$ cat src/design/tdf_pkg.sv
`timescale 1ns / 1ps
// ----------------------------------------------------------------------------
// tdf_pkg
// Types, codes and constants shared by the time display digit formatter.
// ----------------------------------------------------------------------------
package tdf_pkg;

    // Port widths
    localparam int S_DATA_W   = 88;
    localparam int M_DATA_W   = 24;
    localparam int CFG_IDX_W  = 3;
    localparam int CFG_DATA_W = 3;

    // Internal value widths
    localparam int PAIR_W  = 7;   // two-digit value below 128
    localparam int Y_W     = 31;  // pre-shifted dividend
    localparam int Q_W     = 29;  // first quotient
    localparam int HI_W    = 23;  // second quotient
    localparam int H3_W    = 17;  // hundreds of the second quotient
    localparam int RCP1_W  = 30;
    localparam int RCP2_W  = 27;
    localparam int RCP3_W  = 26;

    // Register indexes
    localparam logic [CFG_IDX_W-1:0] REG_DISPLAY_MODE     = 3'd0;
    localparam logic [CFG_IDX_W-1:0] REG_TWELVE_HOUR      = 3'd1;
    localparam logic [CFG_IDX_W-1:0] REG_COLON_MODE       = 3'd2;
    localparam logic [CFG_IDX_W-1:0] REG_TIMER_FORMAT     = 3'd3;
    localparam logic [CFG_IDX_W-1:0] REG_FORCE_AUTO_TIMER = 3'd4;
    localparam logic [CFG_IDX_W-1:0] REG_SHOW_COLON       = 3'd5;
    localparam logic [CFG_IDX_W-1:0] REG_SHOW_DECIMAL     = 3'd6;

    // Display modes
    localparam logic [2:0] MODE_CLOCK     = 3'd0;
    localparam logic [2:0] MODE_CLOCK_SEC = 3'd1;
    localparam logic [2:0] MODE_TIMER     = 3'd2;
    localparam logic [2:0] MODE_STOPWATCH = 3'd3;
    localparam logic [2:0] MODE_DEMO      = 3'd4;

    // Clock colon modes
    localparam logic [1:0] COLON_BLINK = 2'd0;
    localparam logic [1:0] COLON_ON    = 2'd1;
    localparam logic [1:0] COLON_OFF   = 2'd2;

    // Timer formats
    localparam logic [1:0] TFMT_AUTO = 2'd0;
    localparam logic [1:0] TFMT_HHMM = 2'd1;
    localparam logic [1:0] TFMT_MMSS = 2'd2;
    localparam logic [1:0] TFMT_SSCS = 2'd3;

    // Result layouts
    localparam logic [2:0] LAYOUT_CLOCK = 3'd0;
    localparam logic [2:0] LAYOUT_HHMM  = 3'd1;
    localparam logic [2:0] LAYOUT_MMSS  = 3'd2;
    localparam logic [2:0] LAYOUT_SSCS  = 3'd3;
    localparam logic [2:0] LAYOUT_DEMO  = 3'd4;

    // Range thresholds and round-up offsets in ms
    localparam logic [31:0] HOUR_MS       = 32'd3600000;
    localparam logic [31:0] MINUTE_MS     = 32'd60000;
    localparam logic [32:0] ROUND_UP_MIN  = 33'd59999;
    localparam logic [32:0] ROUND_UP_SEC  = 33'd999;

    // Reciprocals, floor(2^32 / divisor)
    localparam logic [RCP1_W-1:0] RCP_5    = 30'd858993459;
    localparam logic [RCP1_W-1:0] RCP_125  = 30'd34359738;
    localparam logic [RCP1_W-1:0] RCP_1875 = 30'd2290649;
    localparam logic [RCP2_W-1:0] RCP_60   = 27'd71582788;
    localparam logic [RCP2_W-1:0] RCP_100  = 27'd42949672;
    localparam logic [RCP3_W-1:0] RCP_H100 = 26'd42949672;

    typedef enum logic [1:0] {
        DIV_5,
        DIV_125,
        DIV_1875
    } msel_t;

    typedef enum logic {
        KDIV_60,
        KDIV_100
    } ksel_t;

    typedef struct packed {
        logic [2:0] display_mode;
        logic       twelve_hour;
        logic [1:0] colon_mode;
        logic [1:0] timer_format;
        logic       force_auto_timer;
        logic       show_colon;
        logic       show_decimal;
    } cfg_t;

    typedef struct packed {
        logic       blank;
        logic       colon;
        logic       dec;
        logic [2:0] layout;
        logic       direct;   // digits come from the pair values, not arithmetic
        msel_t      msel;
        ksel_t      ksel;
    } flags_t;

    typedef struct packed {
        flags_t              flags;
        logic [PAIR_W-1:0]   pair_hi;
        logic [PAIR_W-1:0]   pair_lo;
    } tag_t;

    typedef struct packed {
        tag_t           tag;
        logic [Y_W-1:0] y;
    } front_t;

    typedef struct packed {
        tag_t           tag;
        logic [Q_W-1:0] q;
    } quot_t;

    typedef struct packed {
        logic [3:0] tens;
        logic [3:0] ones;
    } digits_t;

    typedef struct packed {
        logic [3:0] digit_0;
        logic [3:0] digit_1;
        logic [3:0] digit_2;
        logic [3:0] digit_3;
        logic       blank_leading;
        logic       colon_on;
        logic       decimal_on;
        logic [2:0] layout;
    } result_t;

    // Tens and ones of a value below 100 (v * 205 >> 11 equals v / 10 here)
    function automatic digits_t split_pair(input logic [PAIR_W-1:0] v);
        logic [14:0] prod;
        logic [7:0]  tens_x10;
        digits_t     d;
        prod       = v * 8'd205;
        d.tens     = prod[14:11];
        tens_x10   = d.tens * 4'd10;
        d.ones     = 4'(v[3:0] - tens_x10[3:0]);
        return d;
    endfunction

endpackage

$ cat src/design/time_display_digit_formatter.sv
`timescale 1ns / 1ps
// ----------------------------------------------------------------------------
// time_display_digit_formatter
// Formats time of day, countdown or stopwatch time as four display digits
// with blank, colon, decimal point and layout flags.
//
//   Channel   Direction  Handshake              Contents
//   s_axis    in         tvalid/tready          hour, minute, second, timer ms,
//                                               stopwatch ms
//   m_axis    out        tvalid/tready          digits, flags, layout
//   cfg       in         cfg_we (no wait)       one register per write
//
// One item is taken per cycle unless the output stalls. The depth is set by
// the three reciprocal divide steps (by 5/125/1875, by 60/100, by 100), each
// a multiply stage followed by a correction stage, plus decode and output.
// Reset clears all stage valid bits and loads the register defaults.
// Each stage has its own ready, so bubbles close up under an output stall
// and an item is never dropped or repeated.
// ----------------------------------------------------------------------------
module time_display_digit_formatter (
    input  logic                              clk,
    input  logic                              rst_n,
    // hour[4:0], minute[10:5], second[16:11], timer_remaining_ms[48:17],
    // stopwatch_elapsed_ms[80:49], zero fill[87:81]
    input  logic [tdf_pkg::S_DATA_W-1:0]      s_axis_tdata,
    input  logic                              s_axis_tvalid,
    output logic                              s_axis_tready,
    // digit_0[3:0], digit_1[7:4], digit_2[11:8], digit_3[15:12],
    // blank_leading[16], colon_on[17], decimal_on[18], layout[21:19],
    // zero fill[23:22]
    output logic [tdf_pkg::M_DATA_W-1:0]      m_axis_tdata,
    output logic                              m_axis_tvalid,
    input  logic                              m_axis_tready,
    input  logic                              cfg_we,
    input  logic [tdf_pkg::CFG_IDX_W-1:0]     cfg_index,
    input  logic [tdf_pkg::CFG_DATA_W-1:0]    cfg_data
);
    import tdf_pkg::*;

    cfg_t    cfg_reg;
    logic    fr_valid;
    logic    fr_ready;
    front_t  fr_data;
    logic    qu_valid;
    logic    qu_ready;
    quot_t   qu_data;
    logic    sp_valid;
    logic    sp_ready;
    tag_t    sp_data;
    result_t res;

    // Configuration registers
    always_ff @(posedge clk or negedge rst_n)
    begin
        if (!rst_n)
        begin
            cfg_reg.display_mode     <= MODE_CLOCK;
            cfg_reg.twelve_hour      <= 1'b0;
            cfg_reg.colon_mode       <= COLON_BLINK;
            cfg_reg.timer_format     <= TFMT_AUTO;
            cfg_reg.force_auto_timer <= 1'b0;
            cfg_reg.show_colon       <= 1'b1;
            cfg_reg.show_decimal     <= 1'b1;
        end
        else if (cfg_we)
        begin
            case (cfg_index)
                REG_DISPLAY_MODE:     cfg_reg.display_mode     <= cfg_data[2:0];
                REG_TWELVE_HOUR:      cfg_reg.twelve_hour      <= cfg_data[0];
                REG_COLON_MODE:       cfg_reg.colon_mode       <= cfg_data[1:0];
                REG_TIMER_FORMAT:     cfg_reg.timer_format     <= cfg_data[1:0];
                REG_FORCE_AUTO_TIMER: cfg_reg.force_auto_timer <= cfg_data[0];
                REG_SHOW_COLON:       cfg_reg.show_colon       <= cfg_data[0];
                REG_SHOW_DECIMAL:     cfg_reg.show_decimal     <= cfg_data[0];
                default:              ;
            endcase
        end
    end

    // Decode
    tdf_front u_front (
        .clk                  (clk),
        .rst_n                (rst_n),
        .cfg                  (cfg_reg),
        .in_valid             (s_axis_tvalid),
        .in_ready             (s_axis_tready),
        .hour                 (s_axis_tdata[4:0]),
        .minute               (s_axis_tdata[10:5]),
        .second               (s_axis_tdata[16:11]),
        .timer_remaining_ms   (s_axis_tdata[48:17]),
        .stopwatch_elapsed_ms (s_axis_tdata[80:49]),
        .out_valid            (fr_valid),
        .out_ready            (fr_ready),
        .out_data             (fr_data)
    );

    // Divide by the unit size
    tdf_quot u_quot (
        .clk       (clk),
        .rst_n     (rst_n),
        .in_valid  (fr_valid),
        .in_ready  (fr_ready),
        .in_data   (fr_data),
        .out_valid (qu_valid),
        .out_ready (qu_ready),
        .out_data  (qu_data)
    );

    // Split into two-digit pairs
    tdf_split u_split (
        .clk       (clk),
        .rst_n     (rst_n),
        .in_valid  (qu_valid),
        .in_ready  (qu_ready),
        .in_data   (qu_data),
        .out_valid (sp_valid),
        .out_ready (sp_ready),
        .out_data  (sp_data)
    );

    // Digits and output register
    tdf_digits u_digits (
        .clk       (clk),
        .rst_n     (rst_n),
        .in_valid  (sp_valid),
        .in_ready  (sp_ready),
        .in_data   (sp_data),
        .out_valid (m_axis_tvalid),
        .out_ready (m_axis_tready),
        .out_data  (res)
    );

    // Pack the result item
    assign m_axis_tdata = {2'b00, res.layout, res.decimal_on, res.colon_on,
                           res.blank_leading, res.digit_3, res.digit_2,
                           res.digit_1, res.digit_0};

endmodule

$ cat src/design/tdf_front.sv
`timescale 1ns / 1ps
// ----------------------------------------------------------------------------
// tdf_front
// Decode stage: picks layout and flags, rounds up the timer count and pre-shifts the ms count.
// ----------------------------------------------------------------------------
module tdf_front (
    input  logic                 clk,
    input  logic                 rst_n,
    input  tdf_pkg::cfg_t        cfg,
    input  logic                 in_valid,
    output logic                 in_ready,
    input  logic [4:0]           hour,
    input  logic [5:0]           minute,
    input  logic [5:0]           second,
    input  logic [31:0]          timer_remaining_ms,
    input  logic [31:0]          stopwatch_elapsed_ms,
    output logic                 out_valid,
    input  logic                 out_ready,
    output tdf_pkg::front_t      out_data
);
    import tdf_pkg::*;

    logic        valid_reg;
    front_t      data_reg;
    front_t      data_next;
    logic        en;
    logic [4:0]  hour12;
    logic [1:0]  tfmt_sel;
    logic [1:0]  tfmt;
    logic [1:0]  tfmt_auto;
    logic [1:0]  sfmt;
    logic [32:0] tms_rnd_min;
    logic [32:0] tms_rnd_sec;

    // Advance when empty or when the next stage takes the item
    assign en       = !valid_reg || out_ready;
    assign in_ready = en;

    // Hour on a 12-hour dial, zero shown as twelve
    always_comb
    begin
        if (hour >= 5'd24)
        begin
            hour12 = hour - 5'd24;
        end
        else if (hour >= 5'd12)
        begin
            hour12 = hour - 5'd12;
        end
        else
        begin
            hour12 = hour;
        end
        if (hour12 == 5'd0)
        begin
            hour12 = 5'd12;
        end
    end

    // Timer and stopwatch layout choice
    assign tms_rnd_min = {1'b0, timer_remaining_ms} + ROUND_UP_MIN;
    assign tms_rnd_sec = {1'b0, timer_remaining_ms} + ROUND_UP_SEC;

    always_comb
    begin
        if (timer_remaining_ms >= HOUR_MS)
        begin
            tfmt_auto = TFMT_HHMM;
        end
        else if (timer_remaining_ms >= MINUTE_MS)
        begin
            tfmt_auto = TFMT_MMSS;
        end
        else
        begin
            tfmt_auto = TFMT_SSCS;
        end
        tfmt_sel = cfg.force_auto_timer ? TFMT_AUTO : cfg.timer_format;
        tfmt     = (tfmt_sel == TFMT_AUTO) ? tfmt_auto : tfmt_sel;

        if (stopwatch_elapsed_ms < MINUTE_MS)
        begin
            sfmt = TFMT_SSCS;
        end
        else if (stopwatch_elapsed_ms < HOUR_MS)
        begin
            sfmt = TFMT_MMSS;
        end
        else
        begin
            sfmt = TFMT_HHMM;
        end
    end

    // Build the item for the divider chain
    always_comb
    begin
        data_next                  = '0;
        data_next.tag.flags.colon  = 1'b1;
        data_next.tag.flags.direct = 1'b1;
        data_next.tag.flags.layout = LAYOUT_CLOCK;
        data_next.tag.flags.msel   = DIV_5;
        data_next.tag.flags.ksel   = KDIV_100;

        case (cfg.display_mode)
            MODE_CLOCK, MODE_CLOCK_SEC:
            begin
                data_next.tag.pair_hi = cfg.twelve_hour ? {2'b00, hour12} : {2'b00, hour};
                data_next.tag.pair_lo = {1'b0, minute};
                data_next.tag.flags.blank = cfg.twelve_hour && (hour12 < 5'd10);
                case (cfg.colon_mode)
                    COLON_BLINK: data_next.tag.flags.colon = ~second[0];
                    COLON_OFF:   data_next.tag.flags.colon = 1'b0;
                    default:     data_next.tag.flags.colon = 1'b1;
                endcase
            end
            MODE_TIMER:
            begin
                data_next.tag.flags.direct = 1'b0;
                case (tfmt)
                    TFMT_HHMM:
                    begin
                        data_next.y                = {3'b000, tms_rnd_min[32:5]};
                        data_next.tag.flags.msel   = DIV_1875;
                        data_next.tag.flags.ksel   = KDIV_60;
                        data_next.tag.flags.layout = LAYOUT_HHMM;
                    end
                    TFMT_MMSS:
                    begin
                        data_next.y                = {1'b0, tms_rnd_sec[32:3]};
                        data_next.tag.flags.msel   = DIV_125;
                        data_next.tag.flags.ksel   = KDIV_60;
                        data_next.tag.flags.layout = LAYOUT_MMSS;
                    end
                    default:
                    begin
                        data_next.y                = timer_remaining_ms[31:1];
                        data_next.tag.flags.layout = LAYOUT_SSCS;
                        data_next.tag.flags.colon  = 1'b0;
                        data_next.tag.flags.dec    = 1'b1;
                    end
                endcase
            end
            MODE_STOPWATCH:
            begin
                data_next.tag.flags.direct = 1'b0;
                case (sfmt)
                    TFMT_HHMM:
                    begin
                        data_next.y                = {4'b0000, stopwatch_elapsed_ms[31:5]};
                        data_next.tag.flags.msel   = DIV_1875;
                        data_next.tag.flags.ksel   = KDIV_60;
                        data_next.tag.flags.layout = LAYOUT_HHMM;
                    end
                    TFMT_MMSS:
                    begin
                        data_next.y                = {2'b00, stopwatch_elapsed_ms[31:3]};
                        data_next.tag.flags.msel   = DIV_125;
                        data_next.tag.flags.ksel   = KDIV_60;
                        data_next.tag.flags.layout = LAYOUT_MMSS;
                    end
                    default:
                    begin
                        data_next.y                = stopwatch_elapsed_ms[31:1];
                        data_next.tag.flags.layout = LAYOUT_SSCS;
                        data_next.tag.flags.colon  = 1'b0;
                        data_next.tag.flags.dec    = 1'b1;
                    end
                endcase
            end
            MODE_DEMO:
            begin
                data_next.tag.pair_hi      = 7'd12;
                data_next.tag.pair_lo      = 7'd34;
                data_next.tag.flags.dec    = 1'b1;
                data_next.tag.flags.layout = LAYOUT_DEMO;
            end
            default:
            begin
                data_next.tag.flags.layout = LAYOUT_CLOCK;
            end
        endcase

        // Face overrides
        if (!cfg.show_colon)
        begin
            data_next.tag.flags.colon = 1'b0;
        end
        if (!cfg.show_decimal &&
            !(cfg.display_mode inside {MODE_TIMER, MODE_STOPWATCH, MODE_DEMO}))
        begin
            data_next.tag.flags.dec = 1'b0;
        end
    end

    // Stage register
    always_ff @(posedge clk or negedge rst_n)
    begin
        if (!rst_n)
        begin
            valid_reg <= 1'b0;
        end
        else if (en)
        begin
            valid_reg <= in_valid;
        end
    end

    always_ff @(posedge clk)
    begin
        if (en)
        begin
            data_reg <= data_next;
        end
    end

    assign out_valid = valid_reg;
    assign out_data  = data_reg;

endmodule

$ cat src/design/tdf_quot.sv
`timescale 1ns / 1ps
// ----------------------------------------------------------------------------
// tdf_quot
// Two stages: divide the pre-shifted count by 5, 125 or 1875 through a
// reciprocal product, then correct the estimate by one.
// ----------------------------------------------------------------------------
module tdf_quot (
    input  logic             clk,
    input  logic             rst_n,
    input  logic             in_valid,
    output logic             in_ready,
    input  tdf_pkg::front_t  in_data,
    output logic             out_valid,
    input  logic             out_ready,
    output tdf_pkg::quot_t   out_data
);
    import tdf_pkg::*;

    logic                     a_valid_reg;
    front_t                   a_data_reg;
    logic [Q_W-1:0]           a_qest_reg;
    logic [Q_W-1:0]           a_qest_next;
    logic                     b_valid_reg;
    quot_t                    b_data_reg;
    quot_t                    b_data_next;
    logic                     en_a;
    logic                     en_b;
    logic [RCP1_W-1:0]        rcp;
    logic [Y_W+RCP1_W-1:0]    prod;
    logic [11:0]              mval;
    logic [23:0]              qm;
    logic [11:0]              rem;

    assign en_b     = !b_valid_reg || out_ready;
    assign en_a     = !a_valid_reg || en_b;
    assign in_ready = en_a;

    // Estimate the quotient from the reciprocal, at most one low
    always_comb
    begin
        case (in_data.tag.flags.msel)
            DIV_125:  rcp = RCP_125;
            DIV_1875: rcp = RCP_1875;
            default:  rcp = RCP_5;
        endcase
        prod        = in_data.y * rcp;
        a_qest_next = prod[Q_W+31:32];
    end

    // Check the remainder and step the estimate up when it reaches the divisor
    always_comb
    begin
        case (a_data_reg.tag.flags.msel)
            DIV_125:  mval = 12'd125;
            DIV_1875: mval = 12'd1875;
            default:  mval = 12'd5;
        endcase
        qm              = a_qest_reg[11:0] * mval;
        rem             = a_data_reg.y[11:0] - qm[11:0];
        b_data_next.tag = a_data_reg.tag;
        b_data_next.q   = (rem >= mval) ? a_qest_reg + 1'b1 : a_qest_reg;
    end

    always_ff @(posedge clk or negedge rst_n)
    begin
        if (!rst_n)
        begin
            a_valid_reg <= 1'b0;
            b_valid_reg <= 1'b0;
        end
        else
        begin
            if (en_a)
            begin
                a_valid_reg <= in_valid;
            end
            if (en_b)
            begin
                b_valid_reg <= a_valid_reg;
            end
        end
    end

    always_ff @(posedge clk)
    begin
        if (en_a)
        begin
            a_data_reg <= in_data;
            a_qest_reg <= a_qest_next;
        end
        if (en_b)
        begin
            b_data_reg <= b_data_next;
        end
    end

    assign out_valid = b_valid_reg;
    assign out_data  = b_data_reg;

endmodule

$ cat src/design/tdf_split.sv
`timescale 1ns / 1ps
// ----------------------------------------------------------------------------
// tdf_split
// Four stages: split the quotient by 60 or 100 into a high and a low part,
// then reduce the high part modulo 100 and pick arithmetic or direct pairs.
// ----------------------------------------------------------------------------
module tdf_split (
    input  logic             clk,
    input  logic             rst_n,
    input  logic             in_valid,
    output logic             in_ready,
    input  tdf_pkg::quot_t   in_data,
    output logic             out_valid,
    input  logic             out_ready,
    output tdf_pkg::tag_t    out_data
);
    import tdf_pkg::*;

    logic                   c_valid_reg;
    quot_t                  c_data_reg;
    logic [HI_W-1:0]        c_hiest_reg;
    logic [HI_W-1:0]        c_hiest_next;
    logic                   d_valid_reg;
    tag_t                   d_tag_reg;
    logic [HI_W-1:0]        d_hi_reg;
    logic [HI_W-1:0]        d_hi_next;
    logic [PAIR_W-1:0]      d_lo_reg;
    logic [PAIR_W-1:0]      d_lo_next;
    logic                   e_valid_reg;
    tag_t                   e_tag_reg;
    logic [HI_W-1:0]        e_hi_reg;
    logic [PAIR_W-1:0]      e_lo_reg;
    logic [H3_W-1:0]        e_h3_reg;
    logic [H3_W-1:0]        e_h3_next;
    logic                   f_valid_reg;
    tag_t                   f_tag_reg;
    tag_t                   f_tag_next;
    logic                   en_c;
    logic                   en_d;
    logic                   en_e;
    logic                   en_f;
    logic [RCP2_W-1:0]      rcp2;
    logic [Q_W+RCP2_W-1:0]  prod2;
    logic [7:0]             kval;
    logic [15:0]            hk;
    logic [7:0]             lo_raw;
    logic [HI_W+RCP3_W-1:0] prod3;
    logic [15:0]            h3k;
    logic [7:0]             hm_raw;
    logic [PAIR_W-1:0]      hm;

    assign en_f     = !f_valid_reg || out_ready;
    assign en_e     = !e_valid_reg || en_f;
    assign en_d     = !d_valid_reg || en_e;
    assign en_c     = !c_valid_reg || en_d;
    assign in_ready = en_c;

    // Estimate quotient by 60 or 100
    always_comb
    begin
        case (in_data.tag.flags.ksel)
            KDIV_60: rcp2 = RCP_60;
            default: rcp2 = RCP_100;
        endcase
        prod2        = in_data.q * rcp2;
        c_hiest_next = prod2[HI_W+31:32];
    end

    // Correct the estimate and form the low part
    always_comb
    begin
        case (c_data_reg.tag.flags.ksel)
            KDIV_60: kval = 8'd60;
            default: kval = 8'd100;
        endcase
        hk     = c_hiest_reg[7:0] * kval;
        lo_raw = c_data_reg.q[7:0] - hk[7:0];
        if (lo_raw >= kval)
        begin
            d_hi_next = c_hiest_reg + 1'b1;
            d_lo_next = PAIR_W'(lo_raw - kval);
        end
        else
        begin
            d_hi_next = c_hiest_reg;
            d_lo_next = lo_raw[PAIR_W-1:0];
        end
    end

    // Estimate hundreds of the high part
    always_comb
    begin
        prod3     = d_hi_reg * RCP_H100;
        e_h3_next = prod3[H3_W+31:32];
    end

    // High part modulo 100, then pick arithmetic or direct pair values
    always_comb
    begin
        h3k    = e_h3_reg[7:0] * 8'd100;
        hm_raw = e_hi_reg[7:0] - h3k[7:0];
        hm     = (hm_raw >= 8'd100) ? PAIR_W'(hm_raw - 8'd100) : hm_raw[PAIR_W-1:0];
        f_tag_next = e_tag_reg;
        if (!e_tag_reg.flags.direct)
        begin
            f_tag_next.pair_hi = hm;
            f_tag_next.pair_lo = e_lo_reg;
        end
    end

    always_ff @(posedge clk or negedge rst_n)
    begin
        if (!rst_n)
        begin
            c_valid_reg <= 1'b0;
            d_valid_reg <= 1'b0;
            e_valid_reg <= 1'b0;
            f_valid_reg <= 1'b0;
        end
        else
        begin
            if (en_c)
            begin
                c_valid_reg <= in_valid;
            end
            if (en_d)
            begin
                d_valid_reg <= c_valid_reg;
            end
            if (en_e)
            begin
                e_valid_reg <= d_valid_reg;
            end
            if (en_f)
            begin
                f_valid_reg <= e_valid_reg;
            end
        end
    end

    always_ff @(posedge clk)
    begin
        if (en_c)
        begin
            c_data_reg  <= in_data;
            c_hiest_reg <= c_hiest_next;
        end
        if (en_d)
        begin
            d_tag_reg <= c_data_reg.tag;
            d_hi_reg  <= d_hi_next;
            d_lo_reg  <= d_lo_next;
        end
        if (en_e)
        begin
            e_tag_reg <= d_tag_reg;
            e_hi_reg  <= d_hi_reg;
            e_lo_reg  <= d_lo_reg;
            e_h3_reg  <= e_h3_next;
        end
        if (en_f)
        begin
            f_tag_reg <= f_tag_next;
        end
    end

    assign out_valid = f_valid_reg;
    assign out_data  = f_tag_reg;

endmodule

$ cat src/design/tdf_digits.sv
`timescale 1ns / 1ps
// ----------------------------------------------------------------------------
// tdf_digits
// Output stage: turns the two pair values into four digits and holds the
// finished item until the sink takes it.
// ----------------------------------------------------------------------------
module tdf_digits (
    input  logic              clk,
    input  logic              rst_n,
    input  logic              in_valid,
    output logic              in_ready,
    input  tdf_pkg::tag_t     in_data,
    output logic              out_valid,
    input  logic              out_ready,
    output tdf_pkg::result_t  out_data
);
    import tdf_pkg::*;

    logic    valid_reg;
    result_t data_reg;
    result_t data_next;
    digits_t hi_d;
    digits_t lo_d;
    logic    en;

    assign en       = !valid_reg || out_ready;
    assign in_ready = en;

    // Split pairs into digits
    always_comb
    begin
        hi_d                    = split_pair(in_data.pair_hi);
        lo_d                    = split_pair(in_data.pair_lo);
        data_next.digit_0       = hi_d.tens;
        data_next.digit_1       = hi_d.ones;
        data_next.digit_2       = lo_d.tens;
        data_next.digit_3       = lo_d.ones;
        data_next.blank_leading = in_data.flags.blank;
        data_next.colon_on      = in_data.flags.colon;
        data_next.decimal_on    = in_data.flags.dec;
        data_next.layout        = in_data.flags.layout;
    end

    always_ff @(posedge clk or negedge rst_n)
    begin
        if (!rst_n)
        begin
            valid_reg <= 1'b0;
        end
        else if (en)
        begin
            valid_reg <= in_valid;
        end
    end

    always_ff @(posedge clk)
    begin
        if (en)
        begin
            data_reg <= data_next;
        end
    end

    assign out_valid = valid_reg;
    assign out_data  = data_reg;

endmodule
$ cat config.mk
export PLATFORM = sky130hd
export DESIGN_NAME = time_display_digit_formatter
export DESIGN_NICKNAME = d
export VERILOG_FILES = /design/src/design/tdf_pkg.sv /design/src/design/time_display_digit_formatter.sv /design/src/design/tdf_front.sv /design/src/design/tdf_quot.sv /design/src/design/tdf_split.sv /design/src/design/tdf_digits.sv
export SDC_FILE = /design/constraint.sdc
export NUM_CORES = 2
export LEC_CHECK = 0
export ABC_AREA = 1
export BUFFER_PORTS_ARGS = -buffer_cell sky130_fd_sc_hd__buf_4
export CAP_MARGIN = 20
export CORE_ASPECT_RATIO = 0.7
export CORE_UTILIZATION = 60
export CTS_BUF_LIST = sky130_fd_sc_hd__clkbuf_8
export CTS_CLUSTER_DIAMETER = 50
export DETAILED_ROUTE_END_ITERATION = 7
export GPL_TIMING_DRIVEN = 1
export HOLD_SLACK_MARGIN = 0.06
export PLACE_DENSITY = 0.83
export REMOVE_ABC_BUFFERS = 1
export SLEW_MARGIN = 20
export SYNTH_ARGS = -nofsm -noshare
export SYNTH_HDL_FRONTEND = slang
export SYNTH_HIERARCHICAL = 1
export SYNTH_SLANG_ARGS = --single-unit
$ cat constraint.sdc
create_clock -name clk -period 12.4 [get_ports clk]
set_input_delay 1.86 -clock clk [delete_from_list [all_inputs] [get_ports clk]]
set_output_delay 1.86 -clock clk [all_outputs]
set_load 0.01 [all_outputs]
==> impl_metrics.json <==
{
  "cap_violations": 0,
  "slowest_stage": "nor2_1",
  "drc": 5,
  "violations": "design-rule violations",
  "worst_ep_arrival_time_ps": 9510,
  "cts_tree": "done",
  "rsz0062_at_grt": "no",
  "worstHoldStart": "u_quot/out_data[49]",
  "hp-class": "register to register",
  "die_h_um": 295,
  "largest_register_ffs": 52,
  "grt-ovfl-total": 0,
  "syn_area_mm2": 0.0736,
  "core_area_mm2": 0.122,
  "grt_max_degree": 82,
  "critical_path.top_delay_family": "adder cells",
  "die-area_mm2": 0.124,
  "final_net_count": 11000,
  "clock_sinks": 374,
  "required_ps": 12820,
  "min_period_ps": 9090,
  "setup_viol": 0,
  "area_growth_pct": 5.59,
  "yosys_warnings": 6,
  "maxSlewViolCount": 0,
  "grt_pass1_wl_mm": 333,
  "cp_num_buf_inv": 7,
  "crit_path_start": "u_front/out_data[47]",
  "cts_made_buffers": 67,
  "hold_buffers": 0,
  "skew_ps": 60.0,
  "path_class": "register to register",
  "drive_above_1_share_pct": 3.71,
  "setup_tns_ps": 0,
  "crit_cells": 27,
  "ctsRootBufferMaster": "clkbuf_8",
  "endpoint_kind": "register",
  "clkSlewWorstSetupHoldPaths_ps": 60,
  "cp_max_fo": 22,
  "syn_area_per_cell_um2": 8.67,
  "die_width_um": 421,
  "drtIter0Drc": 5379,
  "fillers": 10300,
  "cts_resized": 0,
  "hold_viol": 0,
  "via_per_inst": 5.44,
  "hold_path_depth": 0,
  "dr.pass1.iters": 8,
  "clk_latency_ps": 690,
  "fin_crit_sh_pct": 73.3,
  "grtUsageTotal_pct": 35.9,
  "cp-start-kind": "register",
  "wl_per_cell_um": 20.9,
  "initial_utilization_pct": 60.5,
  "syn_inst": 8487,
  "h-tree-depth": 3,
  "rows": 107,
  "status": "finished with violations",
  "maxSlewHeadroom_pct": 25.9,
  "reg2reg_depth": 27,
  "io_pins": 125,
  "fmax_mhz": 110,
  "grt_pass1_vias": 58100,
  "r2r-start": "u_front/out_data[47]",
  "postRouteWirelength_mm": 216,
  "clk_path_buf_depth": 3,
  "postCtsSetupBuffers": 0,
  "routabilityCongestion": 1.02,
  "slowest_delay_ps": 750,
  "path_common_cell": "fa_1",
  "antenna_found_initial": 16,
  "worstMarginPinSlew_ps": 1110,
  "hpwl_mm": 189,
  "via_count": 56300,
  "ant_nets": 0,
  "io_buffers": 109
}
## final timing paths
kind | slack [ps] | to
min reg2reg | 390 | u_split/c_data_reg[49]
max reg2reg | 3310 | u_quot/a_qest_reg[20]
max in group asynchronous | 11120 | cfg_reg[1]
min | 390 | u_split/c_data_reg[49]
max | 3310 | u_quot/a_qest_reg[20]
min in group asynchronous | 1010 | cfg_reg[4]
## placed cells by master, fill, tap and decap left out, types with 13 or more instances in the layout
cell type  count
nor4_1        21
inv_1       2590
nor2_1       530
o21bai_1      40
clkinv_1      14
dfrtp_1       17
inv_2         13
o21ai_0      207
nand2_2       35
nand4_1       81
nand2_1     1311
o22ai_1       13
edfxtp_1     356
nand3_1      293
buf_4        129
xor2_1        92
a31oi_1       14
clkbuf_8      68
fa_1        1199
ha_1        1082
conb_1        63
xnor2_1       50
a21o_1        20
a21oi_1      264
nor3_1        75
## final cells by class
cell class	count	area, um2	area share, %
multi-input cells	5496	52500	67.5
clock inverters	56	410	0.528
repair buffers	129	968	1.25
well taps	1635	2050	2.63
inverters	2587	9710	12.5
clock buffers	68	936	1.20
flip-flops and latches	374	11100	14.3
diodes	7	17.5	0.0225
## worst reg2reg max path: stages (launching register included)
cell,delay (ps)
edfxtp_1,410
inv_1,80
ha_1,500
buf_4,390
nor2_1,760
a21oi_1,180
ha_1,230
o21bai_1,240
fa_1,570
inv_1,50
fa_1,500
fa_1,530
inv_1,50
fa_1,480
fa_1,520
fa_1,710
inv_1,100
fa_1,540
inv_1,40
ha_1,300
nand2_1,100
nor2_1,230
inv_1,90
nor4_1,560
nand3_1,120
or2_2,350
nand4_1,80
nand2_1,90
## layer usage
layer / global-route usage, % / vias to the layer above / routed length (um)
li1: - / 25900 / -
met1: 50.2 / 27300 / 91800
met2: 52.6 / 2761 / 90500
met3: 13.1 / 353 / 27300
met4: 9.54 / 18 / 6460
met5: 0 / - / 102
## through the flow
| stage | area, um2 | setup WS [ps] | std cells | utilization, % | hold WS, ps |
|---|---|---|---|---|---|
| after floorplan | 73300 | 2120 | 8457 | - | 400 |
| after global placement | 76400 | 3540 | 10200 | 62.7 | 401 |
| after detailed placement | 76400 | 3480 | 10200 | 62.7 | 405 |
| after CTS | 77700 | 3460 | 10300 | 63.9 | 395 |
| after global routing | 77700 | 2920 | 10300 | 63.9 | 414 |
| final | 77700 | 3310 | 10400 | 63.9 | 388 |
Power is left out: the tool's default activity adds up to more than one toggle a clock period on the data nets, which glitch-free logic cannot reach.
